==> src/design/deadline_task_picker_top_defines.svh <==
// Assertion macros shared by the deadline task picker.
// Depends on nothing; included by the top level only.
`ifndef DEADLINE_TASK_PICKER_TOP_DEFINES_SVH
`define DEADLINE_TASK_PICKER_TOP_DEFINES_SVH

// Same-cycle implication, disabled during reset.
`define DTP_ASSERT_NOW(label, clk, rst, ante, cons, msg) \
   label: assert property (@(posedge clk) disable iff (rst) (ante) |-> (cons)) \
      else $error(msg);

// Next-cycle implication, disabled during reset.
`define DTP_ASSERT_NEXT(label, clk, rst, ante, cons, msg) \
   label: assert property (@(posedge clk) disable iff (rst) (ante) |=> (cons)) \
      else $error(msg);

`endif

==> src/design/dtp_pkg.sv <==
// Shared constants, codes and types of the deadline task picker.
// Depends on nothing; imported by every module and interface.
`default_nettype none

package dtp_pkg;

   localparam int unsigned TABLE_DEPTH = 16;
   localparam int unsigned IDX_W       = $clog2(TABLE_DEPTH);
   localparam int unsigned CNT_W       = $clog2(TABLE_DEPTH + 1);
   localparam int unsigned TIME_W      = 63;
   localparam int unsigned KEY_W       = 64;
   localparam int unsigned HANDLE_W    = 16;

   // largest positive signed 64-bit key, start value of the running best
   localparam logic [KEY_W-1:0] KEY_MAX = {1'b0, {(KEY_W-1){1'b1}}};

   localparam logic OP_PUSH = 1'b0;
   localparam logic OP_POP  = 1'b1;

   typedef enum logic [1:0] {
      STAT_PUSHED = 2'd0,
      STAT_FULL   = 2'd1,
      STAT_POPPED = 2'd2,
      STAT_NONE   = 2'd3
   } status_type;

   typedef struct packed {
      logic                opcode;
      logic [HANDLE_W-1:0] task_handle;
      logic [TIME_W-1:0]   period;
      logic [TIME_W-1:0]   last_run_time;
      logic [TIME_W-1:0]   process_time;
      logic [TIME_W-1:0]   now_time;
   } req_payload_type;

   typedef struct packed {
      logic [1:0]          status;
      logic [HANDLE_W-1:0] picked_handle;
   } rsp_payload_type;

   typedef struct packed {
      logic [HANDLE_W-1:0] handle;
      logic [TIME_W-1:0]   period;
      logic [TIME_W-1:0]   last_run;
      logic [TIME_W-1:0]   duration;
   } entry_type;

   typedef struct packed {
      logic                busy;
      logic                found;
      logic [IDX_W-1:0]    win_idx;
      logic [HANDLE_W-1:0] handle;
   } scan_result_type;

endpackage

`default_nettype wire

==> src/design/dtp_table.sv <==
// Task table memory: one write port and one registered read port.
// Depends on dtp_pkg for the entry type and depth.
`default_nettype none

module dtp_table
   import dtp_pkg::*;
(
   input  wire logic             clock,
   input  wire logic             wr_en,
   input  wire logic [IDX_W-1:0] wr_addr,
   input  wire entry_type        wr_data,
   input  wire logic             rd_en,
   input  wire logic [IDX_W-1:0] rd_addr,
   output      entry_type        rd_data
);

   entry_type mem_ff [TABLE_DEPTH];
   entry_type rd_data_ff;

   always_ff @(posedge clock) begin
      if (wr_en) begin
         mem_ff[wr_addr] <= wr_data;
      end
   end

   always_ff @(posedge clock) begin
      if (rd_en) begin
         rd_data_ff <= mem_ff[rd_addr];
      end
   end

   assign rd_data = rd_data_ff;

endmodule

`default_nettype wire

==> config.mk <==
export PLATFORM = sky130hd
export DESIGN_NAME = dtp_table
export DESIGN_NICKNAME = d
export VERILOG_FILES = /design/src/design/deadline_task_picker_top_defines.svh /design/src/design/dtp_pkg.sv /design/src/design/dtp_table.sv
export SDC_FILE = /design/constraint.sdc
export NUM_CORES = 2
export LEC_CHECK = 0
export BUFFER_PORTS_ARGS = -buffer_cell sky130_fd_sc_hd__buf_4
export CORE_MARGIN = 5
export CORE_UTILIZATION = 35
export CTS_BUF_LIST = sky130_fd_sc_hd__clkbuf_4
export CTS_CLUSTER_SIZE = 28
export DETAILED_ROUTE_END_ITERATION = 10
export SETUP_SLACK_MARGIN = 0.1
export SKIP_CTS_REPAIR_TIMING = 1
export SYNTH_ARGS = -nofsm -noshare
export SYNTH_HDL_FRONTEND = slang
export SYNTH_SLANG_ARGS = --single-unit
==> constraint.sdc <==
create_clock -name clock -period 53.8 [get_ports clock]
set_input_delay 8.07 -clock clock [delete_from_list [all_inputs] [get_ports clock]]
set_output_delay 8.07 -clock clock [all_outputs]
set_load 0.1 [all_outputs]
======== Word level (Yosys, flattened, before mapping) ========
Memory sizes are Yosys's and may differ from the RTL's. A register that Yosys moved wholly into a read port is not among the register bits.
Cells that the tools add are included.
operators by class
  muxes and demuxes ....................... 2
operators with widths
  cell              number
  1-bit 2-to-1 mux  2
storage, ports and cells
  bits in registers ....................... 0
  RAM bits ................................ 3280
  bits of input ports ..................... 216
  output and inout port bits .............. 205
  logic and storage cells ................. 3
  memories ................................ 1
memory list
  name    depth  bits a word  rd ports  clocked after memory_dff  write ports  RTL line         source
  mem_ff  16     205          1         1                         1            dtp_table.sv:17  entry_type mem_ff [TABLE_DEPTH];

======== Depth between registers and ports, before layout ========
  depth in word-level cells ............... 2
  depth in mapped cells ................... 8
  depth with buffers taken out ............ 3

======== Worst setup path after synthesis ========
Ideal clock, no wire load.
  path kind ............................... input port to flip-flop
  from .................................... input port wr_addr[2]
  to ...................................... memory mem_ff[0][0] (netlist name) (enable)
  setup time .............................. 1024 ps
  data arrival time ....................... 22385 ps
  data required time ...................... 52776 ps
  path slack .............................. 30391 ps
  cell stages on the path ................. 2
  path buffers ............................ 0
  path through ............................ or3b_2 > nor3_1
RTL lines
  item                RTL line         source
  start: declaration  dtp_table.sv:10  input wire logic [IDX_W-1:0] wr_addr,
  end: declaration    dtp_table.sv:17
No word-level cell before the write port.

==> flow_metrics.env <==
export IMPL_outcome="completed"
export IMPL_clk_pin_slew_worst_paths_ps=60
export IMPL_place_gp_congestion=0.707
export IMPL_start_util_pct=35.1
export IMPL_overflow=0
export IMPL_synth_distinct_cells=25
export IMPL_slew_violations=0
export IMPL_synth_most_common_cell="edfxtp_1"
export IMPL_syn_to_final_growth_pct=15.5
export IMPL_hold_viol=0
export IMPL_totalWireLength_um=332000
export IMPL_clock_sinks=3485
export IMPL_power_frac_seq_pct=54.8
export IMPL_crit_arrival_ps=12690
export IMPL_cts_htree_levels=6
export IMPL_wl_per_cell_um=27.8
export IMPL_nets=6699
export IMPL_die_area_um2=381000
export IMPL_crit_top_cell="buf_4"
export IMPL_numCtsBuffers=872
export IMPL_ys_flop_type="edfxtp_1"
export IMPL_fin_util_pct=40.5
export IMPL_slowest_stage="buf_4"
export IMPL_endpoint_kind="flip-flop"
export IMPL_cts_tree="built"
export IMPL_worst_setup_path_start_kind="input pin"
export IMPL_ios=421
export IMPL_avgSynthCellArea_um2=24.2
export IMPL_finalCriticalPeriod_ps=11440
export IMPL_synth_seq_area_share_pct=81.0
export IMPL_drv_cap=0
export IMPL_die_y_um=618
export IMPL_cpPeakStageDelay_ps=870
export IMPL_peakVddDrop_mv=0.0249
export IMPL_synth_edff_count=3485
export IMPL_cts_root_buffer="clkbuf_4"
export IMPL_drive_gt1_share_pct=38.7
export IMPL_swShare_pct=23.8
export IMPL_setup_violations=0
export IMPL_ys_top_cells_by_count="edfxtp_1, mux4_2, a22oi_1"
export IMPL_path_cells="buf_12 -> buf_4 -> buf_4 -> buf_4 -> buf_4 -> mux4_2 -> a22oi_1 -> nand2_1"
export IMPL_antenna_found_initial=65
export IMPL_track_usage_pct=17.1
export IMPL_worstPathRequired_ps=55050
export IMPL_slew_headroom_pct=17.4
export IMPL_rsz0062_at_grt="false"
export IMPL_num_rows=223
export IMPL_grt_pass1_vias=66400
export IMPL_setup_tns_ps=0
export IMPL_grt_max_degree=121
export IMPL_p_leak_uw=0.0480
export IMPL_synth_top_area_share_pct=81.0
export IMPL_async_flop_share_pct=0
export IMPL_coreArea_um2=368000
export IMPL_worstPathMaxFanout=93
export IMPL_fp_dieW_um=618
export IMPL_ys_top_cells_by_area="edfxtp_1, mux4_2, a22oi_1"
export IMPL_grt_pass1_wl_um=474000
export IMPL_p_int_uw=4280
export IMPL_drt_iter0_drc=5824
export IMPL_fmax_ghz=0.0874
export IMPL_finalCritPeriodShare_pct=21.3
export IMPL_pwr_share_comb_pct=6.6
export IMPL_hold_path_class="flip-flop to flip-flop"
export IMPL_crit_type="input pin to flip-flop"
export IMPL_synth_nets=5563
export IMPL_clock_latency_ps=1560
export IMPL_whs_ps=699
export IMPL_synth_cell_area_um2=129000
export IMPL_via_per_inst=5.24
export IMPL_vias=62700
export IMPL_cts_path_max_buffers=4
export IMPL_drc_errors=0
export IMPL_numPortBuffers=420
export IMPL_netlist_instances=5347
export IMPL_ant_nets=0
export IMPL_yosys_area_top_type="edfxtp_1"
export IMPL_power_per_cell_area_nw_per_um2=37.7
export IMPL_ys_seq_elements=3485
export IMPL_dp_hpwl_um=167000
export IMPL_ys_warnings_count=0
export IMPL_drtPass1Iterations=5
export IMPL_power_switching_uw=1340
export IMPL_clock_power_share_pct=38.6
export IMPL_worst_slew_pin_slew_ps=1240
export IMPL_skew_ps=91.3
-- worst paths after layout --
check,end,cells after the start,slack (ps),startpoint
worst max register to register,rd_data[18]$_DFFE_PP_,3,52130,mem_ff[5][18]$_DFFE_PP_
worst min register to register,rd_data[112]$_DFFE_PP_,3,700,mem_ff[7][112]$_DFFE_PP_
worst max-delay path,rd_data[66]$_DFFE_PP_,8,42360,rd_addr[0]
worst min-delay path,rd_data[112]$_DFFE_PP_,3,700,mem_ff[7][112]$_DFFE_PP_
-- power by group through the flow --
stage	Combinational, uW	Clock [uW]	Sequential, uW
5_1_grt	392	2400	3080
3_3_place_gp	372	0	3140
4_1_cts	378	2250	3080
2_1_floorplan	147	0	3240
6_report	370	2170	3080
3_5_place_dp	377	0	3140
-- stage by stage --
stage / instances / power (uW) / area [um^2] / setup slack [ps]
after CTS: 11900 / 5710 / 149000 / 42420
after floorplan: 5347 / 3380 / 129000 / 30390
final: 12000 / 5620 / 149000 / 42360
after detailed placement: 10400 / 3520 / 138000 / 40630
after global routing: 11900 / 5880 / 149000 / 41930
after global placement: 10400 / 3510 / 138000 / 40640
-- per-layer routing --
metal / GRT usage (%) / part of all wire (%)
met5: 0 / 0.071
met4: 5.37 / 2.6
met3: 3.61 / 6.7
met2: 28.0 / 49
met1: 23.0 / 41
-- layout make-up --
type / instances / area, um^2
multi-input combinational: 1576 / 23300
timing repair buffer: 548 / 4340
sequential: 3485 / 105000
antenna: 28 / 70.1
fill: 32500 / 219000
clock buffer: 1221 / 9170
tap: 4837 / 6050
clock inverter: 261 / 1730
-- critical path, delay by kind of cell --
kind,cells,cell delay (ps)
AOI/OAI and AO/OA,1,220
and+or+nand+nor,1,70
buffers and inverters,5,3510
muxes,1,610
-- cell families (layout without fill, tap and decap cells) --
group                  Yosys count  count (layout)  synth area share (%)
and+or+nand+nor                244             244                 0.849
buffers and inverters          286            2030                  1.12
muxes                          899             899                  14.5
DFF                           3485            3485                  81.0
other                            0              28                     0
AOI/OAI and AO/OA              433             433                  2.53
-- placed cells by master, fill, tap and decap left out, types with 4 or more instances in the layout --
master      synthesis  final
a221oi_1           20     20
a22oi_1           351    351
buf_12              0     16
buf_4              67    529
bufinv_16           0     12
clkbuf_4            0   1221
clkinv_1            0    177
clkinv_2            0     18
clkinv_4            0     10
clkinv_8            0     13
clkinvlp_4          0      5
diode_2             0     28
edfxtp_1         3485   3485
inv_12              0      4
inv_6               0     14
inv_8               0      6
mux2_2             94     94
mux2i_1            36     36
mux4_2            769    769
nand2_1           156    156
nand2b_1           24     23
nor2_4              0     15
nor2b_1            37     31
nor2b_4             0      5
nor3_2              0      4
o21ai_0            23     23
o221ai_1           31     31
o22a_1              8      8
-- state kept, by name (all words and copies together), names as in the netlist --
signal / flops
rd_data: 205
mem_ff: 3280
(Power assumes the default switching activity.)
