File: src/design/deadline_task_picker_top_defines.svh
// Assertion macros shared by the deadline task picker.
// Depends on nothing; included by the top level only.
`ifndef DEADLINE_TASK_PICKER_TOP_DEFINES_SVH
`define DEADLINE_TASK_PICKER_TOP_DEFINES_SVH

// Same-cycle implication, disabled during reset.
`define DTP_ASSERT_NOW(label, clk, rst, ante, cons, msg) \
   label: assert property (@(posedge clk) disable iff (rst) (ante) |-> (cons)) \
      else $error(msg);

// Next-cycle implication, disabled during reset.
`define DTP_ASSERT_NEXT(label, clk, rst, ante, cons, msg) \
   label: assert property (@(posedge clk) disable iff (rst) (ante) |=> (cons)) \
      else $error(msg);

`endif

File: src/design/dtp_pkg.sv
// Shared constants, codes and types of the deadline task picker.
// Depends on nothing; imported by every module and interface.
`default_nettype none

package dtp_pkg;

   localparam int unsigned TABLE_DEPTH = 16;
   localparam int unsigned IDX_W       = $clog2(TABLE_DEPTH);
   localparam int unsigned CNT_W       = $clog2(TABLE_DEPTH + 1);
   localparam int unsigned TIME_W      = 63;
   localparam int unsigned KEY_W       = 64;
   localparam int unsigned HANDLE_W    = 16;

   // largest positive signed 64-bit key, start value of the running best
   localparam logic [KEY_W-1:0] KEY_MAX = {1'b0, {(KEY_W-1){1'b1}}};

   localparam logic OP_PUSH = 1'b0;
   localparam logic OP_POP  = 1'b1;

   typedef enum logic [1:0] {
      STAT_PUSHED = 2'd0,
      STAT_FULL   = 2'd1,
      STAT_POPPED = 2'd2,
      STAT_NONE   = 2'd3
   } status_type;

   typedef struct packed {
      logic                opcode;
      logic [HANDLE_W-1:0] task_handle;
      logic [TIME_W-1:0]   period;
      logic [TIME_W-1:0]   last_run_time;
      logic [TIME_W-1:0]   process_time;
      logic [TIME_W-1:0]   now_time;
   } req_payload_type;

   typedef struct packed {
      logic [1:0]          status;
      logic [HANDLE_W-1:0] picked_handle;
   } rsp_payload_type;

   typedef struct packed {
      logic [HANDLE_W-1:0] handle;
      logic [TIME_W-1:0]   period;
      logic [TIME_W-1:0]   last_run;
      logic [TIME_W-1:0]   duration;
   } entry_type;

   typedef struct packed {
      logic                busy;
      logic                found;
      logic [IDX_W-1:0]    win_idx;
      logic [HANDLE_W-1:0] handle;
   } scan_result_type;

endpackage

`default_nettype wire

File: src/design/dtp_scan.sv
// Minimum-search unit: one entry per cycle through subtract, subtract, compare.
// Depends on dtp_pkg for entry and result types.
`default_nettype none

module dtp_scan
   import dtp_pkg::*;
(
   input  wire logic              clock,
   input  wire logic              reset,
   input  wire logic              clear,
   input  wire logic              in_valid,
   input  wire logic [IDX_W-1:0]  in_idx,
   input  wire entry_type         in_entry,
   input  wire logic [TIME_W-1:0] now_time,
   output      scan_result_type   result
);

   // stage 1: elapsed time
   logic                v1_ff, v1_in;
   logic [IDX_W-1:0]    idx1_ff;
   logic [HANDLE_W-1:0] handle1_ff;
   logic [TIME_W-1:0]   period1_ff;
   logic [TIME_W-1:0]   dur1_ff;
   logic [KEY_W-1:0]    elapsed1_ff, elapsed1_in;

   // stage 2: key
   logic                v2_ff, v2_in;
   logic [IDX_W-1:0]    idx2_ff;
   logic [HANDLE_W-1:0] handle2_ff;
   logic                periodic2_ff;
   logic [KEY_W-1:0]    key2_ff, key2_in;
   logic [TIME_W-1:0]   dur2_ff;

   // running best
   logic [KEY_W-1:0]    best_ff, best_in;
   logic                found_ff, found_in;
   logic [IDX_W-1:0]    win_ff, win_in;
   logic [HANDLE_W-1:0] whandle_ff, whandle_in;
   logic                qualify;

   assign v1_in       = in_valid;
   assign elapsed1_in = {1'b0, now_time} - {1'b0, in_entry.last_run};
   assign v2_in       = v1_ff;
   assign key2_in     = (period1_ff != '0) ? ({1'b0, period1_ff} - elapsed1_ff)
                                           : {1'b0, dur1_ff};

   assign qualify = v2_ff && ($signed(key2_ff) < $signed(best_ff)) &&
                    (!periodic2_ff || ($signed(key2_ff) < $signed({1'b0, dur2_ff})));

   always_comb begin
      best_in    = best_ff;
      found_in   = found_ff;
      win_in     = win_ff;
      whandle_in = whandle_ff;
      priority if (clear) begin
         best_in  = KEY_MAX;
         found_in = 1'b0;
      end else if (qualify) begin
         best_in    = key2_ff;
         found_in   = 1'b1;
         win_in     = idx2_ff;
         whandle_in = handle2_ff;
      end
   end

   always_ff @(posedge clock) begin
      if (reset) begin
         v1_ff    <= 1'b0;
         v2_ff    <= 1'b0;
         found_ff <= 1'b0;
         best_ff  <= KEY_MAX;
      end else begin
         v1_ff    <= v1_in;
         v2_ff    <= v2_in;
         found_ff <= found_in;
         best_ff  <= best_in;
      end
   end

   always_ff @(posedge clock) begin
      idx1_ff      <= in_idx;
      handle1_ff   <= in_entry.handle;
      period1_ff   <= in_entry.period;
      dur1_ff      <= in_entry.duration;
      elapsed1_ff  <= elapsed1_in;
      idx2_ff      <= idx1_ff;
      handle2_ff   <= handle1_ff;
      periodic2_ff <= (period1_ff != '0);
      key2_ff      <= key2_in;
      dur2_ff      <= dur1_ff;
      win_ff       <= win_in;
      whandle_ff   <= whandle_in;
   end

   assign result.busy    = v1_ff | v2_ff;
   assign result.found   = found_ff;
   assign result.win_idx = win_ff;
   assign result.handle  = whandle_ff;

endmodule

`default_nettype wire

File: config.mk
export PLATFORM = sky130hd
export DESIGN_NAME = dtp_scan
export DESIGN_NICKNAME = d
export VERILOG_FILES = /design/src/design/deadline_task_picker_top_defines.svh /design/src/design/dtp_pkg.sv /design/src/design/dtp_scan.sv
export SDC_FILE = /design/constraint.sdc
export NUM_CORES = 1
export LEC_CHECK = 0
export BUFFER_PORTS_ARGS = -buffer_cell sky130_fd_sc_hd__buf_2
export CORE_AREA = 2 2 207 209
export CTS_CLUSTER_SIZE = 25
export DETAILED_ROUTE_END_ITERATION = 6
export DIE_AREA = 0 0 209 211
export GPL_TIMING_DRIVEN = 0
export PLACE_DENSITY = 0.79
export SLEW_MARGIN = 20
export SYNTH_ARGS = -nofsm -noshare
export SYNTH_HDL_FRONTEND = slang
export SYNTH_SLANG_ARGS = --single-unit
File: constraint.sdc
create_clock -name clock -period 5.31 [get_ports clock]
set_input_delay 0 -clock clock [delete_from_list [all_inputs] [get_ports clock]]
set_output_delay 0 -clock clock [all_outputs]
set_load 0.05 [all_outputs]
---- Word level (Yosys, flattened, before mapping) ----
Index checks and enable logic that the tools add are counted.
storage, ports and cells
  register bits ........................... 445
  bits in latches ......................... 0
  memory bits (writable) .................. 0
  ROM bits ................................ 0
  input port bits ......................... 276
  output and inout port bits .............. 22
  memories ................................ 0
operators by class
  add/subtract/negate cells ............... 2
  $mul .................................... 0
  divide/modulo/power cells ............... 0
  $lt $le $gt $ge ......................... 2
  equal/unequal tests ..................... 0
  shift-type cells ........................ 0
  multiplexer cells ....................... 1
  bitwise gates (word level) .............. 2
  reduce and logical (&&, ||, !) cells .... 7
operators with widths
  cell                                            number
  64-bit < comparator                             2
  63-bit by 63-bit subtractor with 64-bit output  1
  63-bit by 64-bit subtractor with 64-bit output  1
  63-bit 2-to-1 mux                               1
  63-bit nonzero test                             1
  1-bit logical AND                               2
  2-bit AND reduction                             1
  2-bit OR reduction                              1
  1-bit zero test                                 1
  1-bit logical OR                                1
  1-bit NOT                                       1
  1-bit OR                                        1

---- Longest topological paths before layout ----
  depth in word-level cells ............... 4
  mapped depth ............................ 13
  gate-level depth less buffers ........... 13

---- Least setup slack after synthesis ----
Ideal clock, no wire load.
  path kind ............................... register to register
  start point ............................. register best_ff[63]
  end point ............................... register whandle_ff[0], enable pin
  setup time .............................. 0.397 ns
  arrival ................................. 3.384 ns
  required time ........................... 4.913 ns
  slack ................................... 1.530 ns
  cell stages (with the launch flop) ...... 13
  buffers on the path ..................... 1
  period minus slack after synthesis ...... 3.780 ns
  cells stage by stage .................... dfxtp_1 inv_1 ha_1 nand4_1 or3_4 nor2_2 nand4_1 or4_1 a31oi_2 a31o_1 buf_6 nand3_2 nor2_1
on the way
  word-level cells in the longest chain between the ends .. 4
ends and longest elaborated chain
  item                            RTL line        RTL
  start, declared                 dtp_scan.sv:35  logic [KEY_W-1:0] best_ff, best_in;
  start signal, assigned          dtp_scan.sv:76  best_ff <= best_in;
  64-bit < comparator             dtp_scan.sv:47  assign qualify = v2_ff && ($signed(key2_ff) < $signed(best_ff)) &&
  1-bit logical AND (2 in a row)  dtp_scan.sv:47
  2-bit AND reduction (no line)   --
  end signal, assigned            dtp_scan.sv:92  whandle_ff <= whandle_in;
  end, declared                   dtp_scan.sv:38  logic [HANDLE_W-1:0] whandle_ff, whandle_in;
No other way between the ends.
A chain may end at the register's enable or synchronous reset.

---- Worst setup path after layout ----
  start point ............................. register key2_ff[63]
  end point ............................... register whandle_ff[9], enable pin
on the way
  word-level cells in the longest chain between the ends .. 4
ends and longest elaborated chain
  item                                                          RTL line                        RTL
  start, declared                                               dtp_scan.sv:31                  logic [KEY_W-1:0] key2_ff, key2_in;
  start signal, assigned                                        dtp_scan.sv:89                  key2_ff <= key2_in;
  64-bit < comparator (on tied branches)                        dtp_scan.sv:47, dtp_scan.sv:48
  1-bit logical AND / 1-bit logical OR (equally long branches)  dtp_scan.sv:47, dtp_scan.sv:48
  1-bit logical AND *                                           dtp_scan.sv:47
  2-bit AND reduction (no line) *                               --
Every way passes the cells marked *; elsewhere a longest branch is shown, timed or not.

==> results by stage <==
Run status:
- The flow ran to the end, and the final reports show no timing, DRC or antenna violations.

Synth:
- Synthesis produced 2552 cells.
- The number of flops mapped to enable cells by yosys is 20.
- The biggest area contributor in the post-synthesis netlist is sky130_fd_sc_hd__dfxtp_1.
- Of the synthesized area, sequential elements account for 40.0%.
- The average size of a mapped cell is 8.93 um^2.
- The share of synthesized flip-flops with an asynchronous set or reset is 0%.
- The share of the synthesized area in the top cell type is 37.4%.
- The net count after synthesis is 3081.
- The number of distinct library cell variants in the gate-level netlist after synthesis is 90.
- Among all cell types in the netlist, the one instantiated most often is sky130_fd_sc_hd__dfxtp_1.
- The synthesized design contains 445 register bits.
- The commonest cells after synthesis are 425 x sky130_fd_sc_hd__dfxtp_1, 283 x sky130_fd_sc_hd__inv_1, 251 x sky130_fd_sc_hd__ha_1, 188 x sky130_fd_sc_hd__a21oi_1, 151 x sky130_fd_sc_hd__nand2_1.
- In the post-synthesis netlist, the biggest area contributors are sky130_fd_sc_hd__dfxtp_1 37%, sky130_fd_sc_hd__ha_1 14%, sky130_fd_sc_hd__inv_1 4.7%.
- In this run the cell area of the synthesized design comes to 22800 um^2.
- For this run, the leading register cell type out of synthesis is sky130_fd_sc_hd__dfxtp_1.
- The yosys synthesis warning count is 0.

Clocking:
- The clock drives 445 sinks.
- After clock tree synthesis, the clock-pin slew on the worst setup and hold paths is 70 ps.
- In this run the number of H-tree levels came out at 2.
- TritonCTS built the clock tree.
- The number of setup buffers added after CTS is 0.
- The tree is rooted in a sky130_fd_sc_hd__clkbuf_16.
- The CTS buffer count is 42.
- The clock latency at the later pin of the worst-skew pair is 550 ps.
- The number of buffers on the longest clock path is 3.

Setup path:
- At the worst endpoint, the arrival time is 4180 ps.
- The required time at the endpoint of the critical path is ~5600 ps.
- The worst register-to-register path has a depth of 12.
- Of all nets on the critical path, the largest fanout is 17.
- The kind of capture point of the worst setup path is a flip-flop.
- The worst setup path is launched from a flip-flop.
- The start-to-end type of the worst setup path is reg2reg.

Placed design:
- The post-placement cell count is roughly 3400.
- The post-placement setup slack is between 1000 and 1500 ps.
- The count of input and output buffers is 297.
- The HPWL after detailed placement is 49.6 mm.
- The weighted congestion reported at the end of routability-driven placement is 0.929.

Global routing:
- The initial antenna violation count is 2.
- The first global-routing pass estimated 111 mm of wire.
- The overflow left after global routing is 0.
- Entering global routing, the biggest net connects 18 pins.
- Global routing used between 30% and 40% of the available tracks across all layers.
- The via count of the first global-routing pass is 21600.

Routing:
- The wire length per cell after detailed routing is 19.0 um.
- The total iterations of the first detailed-routing run is 7.
- The mean number of vias per cell is 5.80.
- The total via count in the routed design is 21500.
- The final routed DRC violation total is 0.
- The DRC violation total after the first TritonRoute iteration is 1602.
- The wire length after detailed routing is 70.4 mm.
- The count of nets left with antenna violations once routing finished came out at 0.

Timing:
- The number of max-slew violations in the final report was 0.
- The transition at the pin with the smallest max-transition slack is 1050 ps.
- The worst relative slew slack is 29.8%.
- Setup violations remaining at the end of the flow were counted as 0.
- The worst path uses approximately three quarters of the clock period.
- The maximum clock skew at final layout is 12.8 ps.
- The number of failing hold endpoints at the final stage is 0.
- Setup repair after global routing left no endpoint under its margin.
- Derived from the worst setup path, the maximum achievable clock frequency is around 260 MHz.
- On the final layout, the worst hold slack is 13.7 ps.
- The summed negative setup slack over all endpoints is 0 ps.
- The final worst-path setup slack is 1430 ps.
- The worst path needs 3880 ps of the cycle, external delays included.

Floorplanning:
- For this design the top-level I/O count stands at 298.
- The floorplan has 75 rows.
- The initial cell density of the core is 54.5%.
- The die outline width is 209 um.
- The floorplan step set the die height to approximately 210 um.
- The core outline area is 41800 um^2.
- The die covers ~44000 um^2.

Hold path:
- The worst hold path was traced through 4 stages.
- The worst hold path belongs to the class in2reg.

Power:
- The worst ir drop on vdd is 0.000258 V.
- Summed over all cells, the static leakage comes to 14.1 nW.
- For this design the ratio of total power to cell area is 397 nW/um^2.

Final layout:
- The area overhead of the layout relative to synthesis is 26.5%.
- The count of non-filler cells in the finished layout is 3703.
- The count of fill cells added during filler insertion is between 3000 and 4000.
- Summing all multi-input logic gate instances after layout gives ~12000 um^2.
- Measured on the finished design, the core utilization comes to 69.0%.
- The area taken by flip-flops and latches is 9110 um^2.
- The post-route netlist has 13.8% of its cells at a drive strength greater than 1.
- The number of nets in the final layout is 3657.

Flow run:
- The total of max-cap violations is 0.
==> where the power goes <==
part | total (mW) | switching [mW] | internal [mW]
Clock | 3.25 | 1.34 | 1.91
Combinational | 3.92 | 2.26 | 1.66
Sequential | 4.28 | 0.434 | 3.85
==> critical path, stage by stage (launching register included) <==
cell,delay [ps]
sky130_fd_sc_hd__dfxtp_1,350
sky130_fd_sc_hd__ha_1,390
sky130_fd_sc_hd__nand4_1,110
sky130_fd_sc_hd__or3_4,360
sky130_fd_sc_hd__nor2_2,140
sky130_fd_sc_hd__nand4_1,160
sky130_fd_sc_hd__a2111oi_1,750
sky130_fd_sc_hd__o2111ai_1,450
sky130_fd_sc_hd__a31o_1,340
sky130_fd_sc_hd__buf_6,180
sky130_fd_sc_hd__nand3_2,120
sky130_fd_sc_hd__nor2_2,90
sky130_fd_sc_hd__buf_6,180
==> final timing paths <==
check | slack, ps | end | startpoint
max reg2reg | 1430 | whandle_ff[9]$_DFFE_PP_ | key2_ff[63]$_SDFF_PP0_
min | 10 | elapsed1_ff[25]$_DFF_P_ | in_entry[88]
min reg2reg | 330 | handle2_ff[1]$_DFF_P_ | handle1_ff[1]$_DFF_P_
max | 1430 | whandle_ff[9]$_DFFE_PP_ | key2_ff[63]$_SDFF_PP0_
==> metrics by stage <==
stage | power [mW] | area, um^2
final | 11.5 | 28800
after global routing | 12.0 | 28800
after CTS | 11.3 | 28800
after detailed placement | 7.87 | 25000
after global placement | 7.74 | 24900
after floorplan | 6.80 | 22800
==> placed cells by master (no fill, tap or decap), types with 21 or more instances in the layout <==
cell,Yosys,routed
sky130_fd_sc_hd__ha_1,251,251
sky130_fd_sc_hd__nand2b_1,21,21
sky130_fd_sc_hd__and3_1,26,26
sky130_fd_sc_hd__o21bai_1,22,22
sky130_fd_sc_hd__nor2_1,120,119
sky130_fd_sc_hd__dlygate4sd3_1,0,234
sky130_fd_sc_hd__nor4_1,90,89
sky130_fd_sc_hd__dfxtp_1,425,425
sky130_fd_sc_hd__nand2_1,151,151
sky130_fd_sc_hd__clkbuf_1,66,68
sky130_fd_sc_hd__nand3_1,37,37
sky130_fd_sc_hd__a21oi_1,188,188
sky130_fd_sc_hd__a31oi_1,79,79
sky130_fd_sc_hd__buf_2,25,322
sky130_fd_sc_hd__nand4_1,57,57
sky130_fd_sc_hd__nor3_1,33,33
sky130_fd_sc_hd__xor2_1,39,39
sky130_fd_sc_hd__a211oi_1,21,21
sky130_fd_sc_hd__clkbuf_16,0,45
sky130_fd_sc_hd__a21o_1,117,117
sky130_fd_sc_hd__xnor2_1,64,64
sky130_fd_sc_hd__o21ai_0,54,53
sky130_fd_sc_hd__o21ai_1,106,107
sky130_fd_sc_hd__inv_1,283,283
==> flip-flops by register name, summed over array words and instances, names as in the netlist <==
| register | cells |
|---|---|
| idx1_ff | 4 |
| found_ff | 1 |
| dur1_ff | 63 |
| win_ff | 4 |
| period1_ff | 63 |
| whandle_ff | 16 |
| handle1_ff | 16 |
| periodic2_ff | 1 |
| key2_ff | 64 |
| idx2_ff | 4 |
| v2_ff | 1 |
| handle2_ff | 16 |
| dur2_ff | 63 |
| best_ff | 64 |
| elapsed1_ff | 64 |
| v1_ff | 1 |
==> cell type report <==
| class | instances | area share (%) |
|---|---|---|
| multi-input cells | 1717 | 42.0 |
| flip-flops and latches | 445 | 31.6 |
| repair buffers | 532 | 13.3 |
| clock buffers | 51 | 4.13 |
| inverters | 285 | 3.71 |
| well taps | 539 | 2.34 |
| plain buffers | 105 | 1.75 |
| clock inverters | 27 | 1.11 |
| diodes | 2 | 0.0174 |
==> cells by family after synthesis <==
| group | after synthesis | share of synthesized area [%] |
|---|---|---|
| compound gates | 747 | 21.4 |
| simple gates | 611 | 13.7 |
| flops | 445 | 40.0 |
| buf+inv | 390 | 6.91 |
| fa+ha+maj | 253 | 14.0 |
| xor+xnor | 103 | 3.96 |
| mux | 3 | 0.132 |
==> timing repair <==
| action | in CTS | in global routing |
|---|---|---|
| gates resized for setup | 0 | 0 |
| hold buffers | 234 | 0 |
| endpoints found under the hold margin | 212 | 0 |
==> metal layers <==
| metal | wire (um) | GRT usage (%) | vias up |
|---|---|---|---|
| met1 | 29000 | 38.2 | 9918 |
| met3 | 4140 | 3.30 | 251 |
| met2 | 33100 | 53.8 | 1010 |
| met4 | 4170 | 17.7 | 0 |
| met5 | 0 | 0 | - |
| li1 | - | - | 10300 |
Note: power is estimated with default switching activity, not from simulation.
